## config.mk

```make
export PLATFORM = sky130hd
export DESIGN_NAME = csv_field_tokenizer_top
export DESIGN_NICKNAME = d
export VERILOG_FILES = /design/src/csvt_pkg.sv /design/src/csvt_cfg.sv /design/src/csvt_parse.sv /design/src/csv_field_tokenizer_top.sv
export SDC_FILE = /design/constraint.sdc
export NUM_CORES = 1
export LEC_CHECK = 0
export ABC_CLOCK_PERIOD_IN_PS = 2740
export BUFFER_PORTS_ARGS = -buffer_cell sky130_fd_sc_hd__buf_2
export CAP_MARGIN = 20
export CORE_ASPECT_RATIO = 0.8
export CORE_MARGIN = 4
export CORE_UTILIZATION = 39
export DETAILED_ROUTE_END_ITERATION = 16
export GPL_TIMING_DRIVEN = 0
export PLACE_DENSITY = 0.62
export SETUP_SLACK_MARGIN = 0.3
export SLEW_MARGIN = 30
export SYNTH_ARGS = -nofsm -noshare
export SYNTH_HDL_FRONTEND = slang
export SYNTH_SLANG_ARGS = --single-unit
```

## constraint.sdc

```tcl
create_clock -name clk -period 2.74 [get_ports clk]
set_input_delay 0.274 -clock clk [delete_from_list [all_inputs] [get_ports clk]]
set_output_delay 0.274 -clock clk [all_outputs]
set_load 0.1 [all_outputs]
```

## src/csvt_pkg.sv

```systemverilog
// shared types and constants of the csv field tokenizer
package csvt_pkg;

    localparam int CFG_IDX_W = 8;

    localparam logic [CFG_IDX_W-1:0] REG_DELIMITER = 8'd0;
    localparam logic [CFG_IDX_W-1:0] REG_QUOTE     = 8'd1;
    localparam logic [CFG_IDX_W-1:0] REG_ESCAPE    = 8'd2;
    localparam logic [CFG_IDX_W-1:0] REG_COMMENT   = 8'd3;

    localparam logic [7:0] DELIMITER_RESET = 8'd44;
    localparam logic [7:0] QUOTE_RESET     = 8'd34;
    localparam logic [7:0] ESCAPE_RESET    = 8'd34;
    localparam logic [7:0] COMMENT_RESET   = 8'd35;

    localparam logic [7:0] NEWLINE_CHAR = 8'd10;

    localparam logic [2:0] WARN_NONE         = 3'd0;
    localparam logic [2:0] WARN_BAD_ESCAPE   = 3'd1;
    localparam logic [2:0] WARN_ROGUE_QUOTE  = 3'd2;
    localparam logic [2:0] WARN_QUOTE_UNQ    = 3'd3;
    localparam logic [2:0] WARN_ESCAPE_UNQ   = 3'd4;
    localparam logic [2:0] WARN_UNCLOSED     = 3'd5;

    typedef enum logic [6:0] {
        ST_LINE    = 7'b0000001,
        ST_FSTART  = 7'b0000010,
        ST_UNQ     = 7'b0000100,
        ST_QUOTED  = 7'b0001000,
        ST_QSEEN   = 7'b0010000,
        ST_ESC     = 7'b0100000,
        ST_COMMENT = 7'b1000000
    } parse_state_t;

    typedef struct packed {
        logic [7:0] in_byte;
        logic       end_of_input;
    } in_item_t;

    typedef struct packed {
        logic [7:0] out_byte;
        logic       byte_valid;
        logic       field_end;
        logic       line_end;
        logic       field_was_quoted;
        logic [2:0] warning;
    } out_item_t;

    typedef struct packed {
        logic [7:0] delimiter_char;
        logic [7:0] quote_char;
        logic [7:0] escape_char;
        logic [7:0] comment_char;
    } cfg_t;

endpackage

```

## src/csvt_cfg.sv

```systemverilog
// configuration registers of the csv field tokenizer
module csvt_cfg (
    input  logic                          clk,
    input  logic                          rst_n,
    input  logic                          wr_en,
    input  logic [csvt_pkg::CFG_IDX_W-1:0] wr_index,
    input  logic [7:0]                    wr_data,
    output csvt_pkg::cfg_t                cfg
);

    csvt_pkg::cfg_t cfg_reg;
    csvt_pkg::cfg_t cfg_next;

    always_comb
    begin
        cfg_next = cfg_reg;
        if (wr_en)
        begin
            unique case (wr_index)
                csvt_pkg::REG_DELIMITER: cfg_next.delimiter_char = wr_data;
                csvt_pkg::REG_QUOTE:     cfg_next.quote_char     = wr_data;
                csvt_pkg::REG_ESCAPE:    cfg_next.escape_char    = wr_data;
                csvt_pkg::REG_COMMENT:   cfg_next.comment_char   = wr_data;
                default:                 cfg_next = cfg_reg;
            endcase
        end
    end

    always_ff @(posedge clk or negedge rst_n)
    begin
        if (!rst_n)
        begin
            cfg_reg.delimiter_char <= csvt_pkg::DELIMITER_RESET;
            cfg_reg.quote_char     <= csvt_pkg::QUOTE_RESET;
            cfg_reg.escape_char    <= csvt_pkg::ESCAPE_RESET;
            cfg_reg.comment_char   <= csvt_pkg::COMMENT_RESET;
        end
        else
        begin
            cfg_reg <= cfg_next;
        end
    end

    assign cfg = cfg_reg;

endmodule

```

## src/csvt_parse.sv

```systemverilog
// parser state and per-byte decision logic
module csvt_parse (
    input  logic                clk,
    input  logic                rst_n,
    input  csvt_pkg::cfg_t      cfg,
    input  logic                advance,
    input  csvt_pkg::in_item_t  item,
    output csvt_pkg::out_item_t result
);

    csvt_pkg::parse_state_t state_reg;
    csvt_pkg::parse_state_t state_next;
    logic                   quoted_reg;
    logic                   quoted_next;

    logic [7:0] c;
    logic       is_q;
    logic       is_e;
    logic       is_d;
    logic       is_nl;

    logic       unq_emit;
    logic       unq_end;
    logic       unq_last;
    logic [2:0] unq_warn;

    csvt_pkg::parse_state_t qb_state;
    logic                   qb_emit;

    logic do_end;
    logic end_last;
    csvt_pkg::out_item_t res;

    assign c     = item.in_byte;
    assign is_q  = (c == cfg.quote_char);
    assign is_e  = (c == cfg.escape_char);
    assign is_d  = (c == cfg.delimiter_char);
    assign is_nl = (c == csvt_pkg::NEWLINE_CHAR);

    // byte inside an unquoted field
    always_comb
    begin
        unq_emit = 1'b0;
        unq_end  = 1'b0;
        unq_last = 1'b0;
        unq_warn = csvt_pkg::WARN_NONE;
        if (is_q)
        begin
            unq_warn = csvt_pkg::WARN_QUOTE_UNQ;
            unq_emit = 1'b1;
        end
        else if (is_e)
        begin
            unq_warn = csvt_pkg::WARN_ESCAPE_UNQ;
            unq_emit = 1'b1;
        end
        else if (is_d)
        begin
            unq_end = 1'b1;
        end
        else if (is_nl)
        begin
            unq_end  = 1'b1;
            unq_last = 1'b1;
        end
        else
        begin
            unq_emit = 1'b1;
        end
    end

    // byte inside a quoted field
    always_comb
    begin
        if (is_q)
        begin
            qb_state = csvt_pkg::ST_QSEEN;
        end
        else if (is_e)
        begin
            qb_state = csvt_pkg::ST_ESC;
        end
        else
        begin
            qb_state = csvt_pkg::ST_QUOTED;
        end
        qb_emit = !is_q && !is_e;
    end

    always_comb
    begin
        res         = '0;
        state_next  = state_reg;
        quoted_next = quoted_reg;
        do_end      = 1'b0;
        end_last    = 1'b0;

        if (item.end_of_input)
        begin
            unique case (state_reg) inside
                csvt_pkg::ST_FSTART, csvt_pkg::ST_UNQ, csvt_pkg::ST_QSEEN:
                begin
                    do_end   = 1'b1;
                    end_last = 1'b1;
                end
                csvt_pkg::ST_QUOTED, csvt_pkg::ST_ESC:
                begin
                    res.warning = csvt_pkg::WARN_UNCLOSED;
                    do_end      = 1'b1;
                    end_last    = 1'b1;
                end
                default:
                begin
                    state_next  = csvt_pkg::ST_LINE;
                    quoted_next = 1'b0;
                end
            endcase
        end
        else
        begin
            unique case (state_reg) inside
                csvt_pkg::ST_LINE, csvt_pkg::ST_FSTART:
                begin
                    if ((state_reg == csvt_pkg::ST_LINE) && is_nl)
                    begin
                        state_next = csvt_pkg::ST_LINE;
                    end
                    else if ((state_reg == csvt_pkg::ST_LINE) && (c == cfg.comment_char))
                    begin
                        state_next = csvt_pkg::ST_COMMENT;
                    end
                    else if (is_q)
                    begin
                        quoted_next = 1'b1;
                        state_next  = csvt_pkg::ST_QUOTED;
                    end
                    else
                    begin
                        quoted_next    = 1'b0;
                        state_next     = csvt_pkg::ST_UNQ;
                        res.warning    = unq_warn;
                        res.byte_valid = unq_emit;
                        do_end         = unq_end;
                        end_last       = unq_last;
                    end
                end
                csvt_pkg::ST_UNQ:
                begin
                    state_next     = csvt_pkg::ST_UNQ;
                    res.warning    = unq_warn;
                    res.byte_valid = unq_emit;
                    do_end         = unq_end;
                    end_last       = unq_last;
                end
                csvt_pkg::ST_QUOTED:
                begin
                    state_next     = qb_state;
                    res.byte_valid = qb_emit;
                end
                csvt_pkg::ST_QSEEN:
                begin
                    if (is_d)
                    begin
                        do_end = 1'b1;
                    end
                    else if (is_nl)
                    begin
                        do_end   = 1'b1;
                        end_last = 1'b1;
                    end
                    else if (cfg.quote_char == cfg.escape_char)
                    begin
                        if (!is_q)
                        begin
                            res.warning = csvt_pkg::WARN_BAD_ESCAPE;
                        end
                        res.byte_valid = 1'b1;
                        state_next     = csvt_pkg::ST_QUOTED;
                    end
                    else
                    begin
                        res.warning    = csvt_pkg::WARN_ROGUE_QUOTE;
                        state_next     = qb_state;
                        res.byte_valid = qb_emit;
                    end
                end
                csvt_pkg::ST_ESC:
                begin
                    if (!is_q && !is_e)
                    begin
                        res.warning = csvt_pkg::WARN_BAD_ESCAPE;
                    end
                    res.byte_valid = 1'b1;
                    state_next     = csvt_pkg::ST_QUOTED;
                end
                csvt_pkg::ST_COMMENT:
                begin
                    if (is_nl)
                    begin
                        state_next = csvt_pkg::ST_LINE;
                    end
                end
                default:
                begin
                    state_next  = csvt_pkg::ST_LINE;
                    quoted_next = 1'b0;
                end
            endcase
        end

        if (res.byte_valid)
        begin
            res.out_byte = c;
        end

        // close the open field
        if (do_end)
        begin
            res.field_end        = 1'b1;
            res.line_end         = end_last;
            res.field_was_quoted = quoted_next;
            quoted_next          = 1'b0;
            state_next           = end_last ? csvt_pkg::ST_LINE : csvt_pkg::ST_FSTART;
        end
    end

    always_ff @(posedge clk or negedge rst_n)
    begin
        if (!rst_n)
        begin
            state_reg  <= csvt_pkg::ST_LINE;
            quoted_reg <= 1'b0;
        end
        else if (advance)
        begin
            state_reg  <= state_next;
            quoted_reg <= quoted_next;
        end
    end

    assign result = res;

endmodule

```

## src/csv_field_tokenizer_top.sv

```systemverilog
// top level of the csv field tokenizer
//
// input channel: in_valid / in_stall carry one request per byte in in_data,
// either a text byte or the end-of-input mark that closes an open field.
// output channel: out_valid / out_stall carry exactly one result per request
// in out_data: at most one content byte, field and line end flags, whether
// the ended field was quoted, and a warning code.
// configuration: cfg_valid / cfg_ready with cfg_index and cfg_data write the
// delimiter, quote, escape and comment characters; cfg_ready is always high
// and unknown indexes are ignored. write only while the block is idle.
// an accepted request is held in the input register, parsed, and its result
// is held in the result register. throughput: one request per cycle unless
// the receiver stalls, set by the single parse step in between.
// reset: the parser returns to line start, no field is open, both pipeline
// registers empty, configuration goes back to comma, double quote, double
// quote and hash.
// receiver stall: the result register holds, the input register fills and
// in_stall rises once both are occupied; nothing is dropped.
module csv_field_tokenizer_top (
    input  logic                           clk,
    input  logic                           rst_n,
    input  logic                           in_valid,
    output logic                           in_stall,
    input  csvt_pkg::in_item_t             in_data,
    output logic                           out_valid,
    input  logic                           out_stall,
    output csvt_pkg::out_item_t            out_data,
    input  logic                           cfg_valid,
    output logic                           cfg_ready,
    input  logic [csvt_pkg::CFG_IDX_W-1:0] cfg_index,
    input  logic [7:0]                     cfg_data
);

    csvt_pkg::cfg_t      cfg;
    csvt_pkg::in_item_t  item_reg;
    logic                item_valid_reg;
    csvt_pkg::out_item_t res_reg;
    logic                res_valid_reg;
    csvt_pkg::out_item_t result;
    logic                advance;

    assign cfg_ready = 1'b1;
    assign advance   = item_valid_reg && (!res_valid_reg || !out_stall);
    assign in_stall  = item_valid_reg && !advance;

    csvt_cfg u_cfg (
        .clk      (clk),
        .rst_n    (rst_n),
        .wr_en    (cfg_valid && cfg_ready),
        .wr_index (cfg_index),
        .wr_data  (cfg_data),
        .cfg      (cfg)
    );

    csvt_parse u_parse (
        .clk     (clk),
        .rst_n   (rst_n),
        .cfg     (cfg),
        .advance (advance),
        .item    (item_reg),
        .result  (result)
    );

    always_ff @(posedge clk or negedge rst_n)
    begin
        if (!rst_n)
        begin
            item_valid_reg <= 1'b0;
        end
        else if (!in_stall)
        begin
            item_valid_reg <= in_valid;
        end
    end

    always_ff @(posedge clk)
    begin
        if (in_valid && !in_stall)
        begin
            item_reg <= in_data;
        end
    end

    always_ff @(posedge clk or negedge rst_n)
    begin
        if (!rst_n)
        begin
            res_valid_reg <= 1'b0;
        end
        else if (!res_valid_reg || !out_stall)
        begin
            res_valid_reg <= advance;
        end
    end

    always_ff @(posedge clk)
    begin
        if (advance)
        begin
            res_reg <= result;
        end
    end

    assign out_valid = res_valid_reg;
    assign out_data  = res_reg;

endmodule

```

==> reports/qor.yml <==
grt_pass1_vias: 2671
cp_max_fo: 5
rrSetupSlack_ns: 0.20
overflow: 0
cts-root-buf: "clkbuf_16"
yosys.area_share.simple_pct: 14.2
wirelength_um: 8920
dp_hpwl_um: 6090
numCtsBuffers: 9
fp-row-count: 30
viasPerCell: 5.47
reg2reg_depth: 9
dp_slack_ns: -0.0479
ant_nets: 0
grt_max_degree: 25
clock.fmax_ghz: 0.394
antenna_cells: 0
setup_viol: 0
hold_viol_final: 0
clk_latency_ns: 0.33
antenna_found_initial: 0
largest_register_ffs: 32
hold_path.startpoint: "in_data[8]"
grt_pass1_wl_um: 13900
synth_top_family_by_area: "simple AND/OR/NAND/NOR gates"
die_h_um: 93.0
synth_nets: 339
routedWlPerCell_um: 17.8
synth_xor_xnor_area_share_pct: 10.9
reg2reg_to: "out_data[6]"
critPathKind: "flop to flop"
finClkSkew_ns: 0.00487
critical_path_buf_inv_count: 3
path_delay_family: "simple AND/OR/NAND/NOR gates"
drv_slew: 0
io_buffers: 46
grt_usage_pct: 17.0
end_kind: "flop"
synthTopCellsByArea: "dfrtp_1 22%, edfxtp_1 20%, mux2_2 10%"
holdPathEnd: "item_reg[8]"
status: "finished clean"
fin_nets: 415
yosysTopAreaCell: "dfrtp_1"
gp_congestion: 0.861
synth-adder-area-share_pct: 0
cts_buffer_depth: 2
ys_seq_elements: 66
ys_seq_area_share_pct: 50.6
crit_chain: "clkbuf_8, or4_4, or4_4, a211oi_4, buf_6, buf_6, a2bb2oi_4, o21ai_4, a21boi_2"
cp_data_arrival_time_ns: 2.72
cpPeakStageDelay_ns: 0.50
clock_sinks: 66
htreeDepth: 3
drtIter0Drc: 161
reg2reg_from: "u_parse.state_reg[5]"
route.vias.total: 2747
worstHoldPathCells: 1
leakagePower_nw: 1.97
max-vdd-ir-drop_uv: 444
async_flop_share_pct: 63.6
period_share_pct: 92.7
p_per_area_nw_per_um2: 719
die_x_um: 114
period_minus_slack_ns: 2.54
initial_utilization_pct: 40.8
hold_path_class: "input port to flop"
drc_errors: 0
stdcell_count: 502
ff_latch_area_sq_um: 1790
tightest_slew_ns: 0.735
netlist_area_sq_um: 3530
clk_pin_slew_ns: 0.05
syn_inst: 309
floorplan.io_pins: 48
max_slew_margin_pct: 50.8
synth_edf_count: 24
syn2layout_area_growth_pct: 31.9
cp-start-kind: "flop"
rsz0062_at_grt: "true"
drv_cap: 0
drtPass1Iterations: 5
avgSynthCellArea_sq_um: 11.4
multi_input_area_sq_um: 1900
synthDistinctLibCells: 54
yosys_most_used_dff: "dfrtp_1"
drive_gt1_share_pct: 45.4
slowest_stage: "or4_4"
worst_slack_ns: 0.200
nFillCells: 738
synth_top_area_share_pct: 22.0
ys_warn_count: 0
fin_hold_ws_ns: 0.118
yosys-mux-area-fraction_pct: 10.2
cts_tree: "built"
dpl.cell_count: 468
netlist_top_cells_count: "32 x mux2_2, 31 x dfrtp_1, 29 x nand2_1, 27 x xor2_1, 24 x edfxtp_1"
core_area_sq_um: 8630
die-area_sq_um: 10600
startpoint: "u_parse.state_reg[5]"
crit_required_ns: 2.92
yosysMostFrequentCell: "mux2_2"
synth-compound-area-share_pct: 10.9
[worst register-to-register path, cell delays in order, from the launching register on]
cell and delay (ns):
dfrtp_1 0.36, clkbuf_8 0.13, or4_4 0.50, or4_4 0.45, a211oi_4 0.18, buf_6 0.17
buf_6 0.11, a2bb2oi_4 0.21, o21ai_4 0.13, a21boi_2 0.16
[metrics by stage]
| stage | total power [mW] | setup TNS, ns | cell area, sq um | util (%) |
|---|---|---|---|---|
| finish | 3.34 | 0 | 4650 | 53.9 |
| global route | 3.47 | 0 | 4650 | 53.9 |
| CTS | 3.23 | 0 | 4490 | 52.0 |
| detailed placement | 1.94 | -0.243 | 3920 | 45.4 |
| global placement | 1.93 | -0.0249 | 3900 | 45.1 |
| floorplan | 1.77 | 0 | 3530 | - |
[power breakdown]
part,internal (mW),switching (mW)
Clock,0.692,0.409
Combinational,0.400,0.688
Sequential,1.12,0.0372
[kinds of logic (layout without fill, tap and decap cells)]
| logic type | after synthesis | count (layout) |
|---|---|---|
| and+or+nand+nor | 87 | 87 |
| muxes | 32 | 32 |
| other | 1 | 1 |
| buffers and inverters | 26 | 106 |
| DFF | 66 | 66 |
| xor gates and xnor gates | 44 | 44 |
| AOI/OAI and AO/OA | 53 | 54 |
[layout make-up]
cell class | instances | area share [%]
Multi-Input combinational cell | 218 | 40.8
Sequential cell | 66 | 38.4
Timing Repair Buffer | 64 | 8.66
Clock buffer | 9 | 4.84
Tap cell | 112 | 3.01
Buffer | 20 | 2.45
Clock inverter | 7 | 1.29
Inverter | 6 | 0.484
[cell usage in the layout (no fill, tap or decap), types with 4 or more instances in the layout]
cell	instances
xnor2_1	17
buf_4	13
nand4_1	5
clkbuf_2	8
clkbuf_16	9
edfxtp_1	24
dfrtp_1	30
inv_1	5
buf_2	49
dfstp_2	11
buf_6	5
xor2_1	27
and2_1	5
nand2_1	27
a21oi_2	9
nor2_1	9
nand3_1	5
mux2_2	32
nand4b_1	4
[repair_timing]
item | 4_1_cts | 5_1_grt
gates cloned | 1 | 0
hold buffers | 1 | 0
endpoints found under the hold margin | 20 | 0
pin swaps | 19 | 12
resized for setup | 40 | 37
buffers inserted | 10 | 6
setup endpoints to repair | 21 | 23
[how the worst max path moves through the flow]
stage | cells after the start | slack [ns] | endpoint
floorplan | 7 | 0.31 | u_parse.state_reg[0]
global route | 9 | 0.12 | u_parse.state_reg[1]
detailed placement | 7 | -0.05 | out_data[8]
finish | 9 | 0.20 | out_data[6]
CTS | 8 | 0.09 | out_data[6]
global placement | 8 | -0.01 | out_data[11]
[routing by layer]
metal / GRT usage [%] / part of all wire [%] / vias up
met1: 24.0 / 47 / 1345
met4: 4.95 / 1.4 / 0
met2: 24.9 / 44 / 113
met3: 5.43 / 7.6 / 12
met5: 0 / 0 / -
li1: - / - / 1277
(Power assumes the default switching activity.)
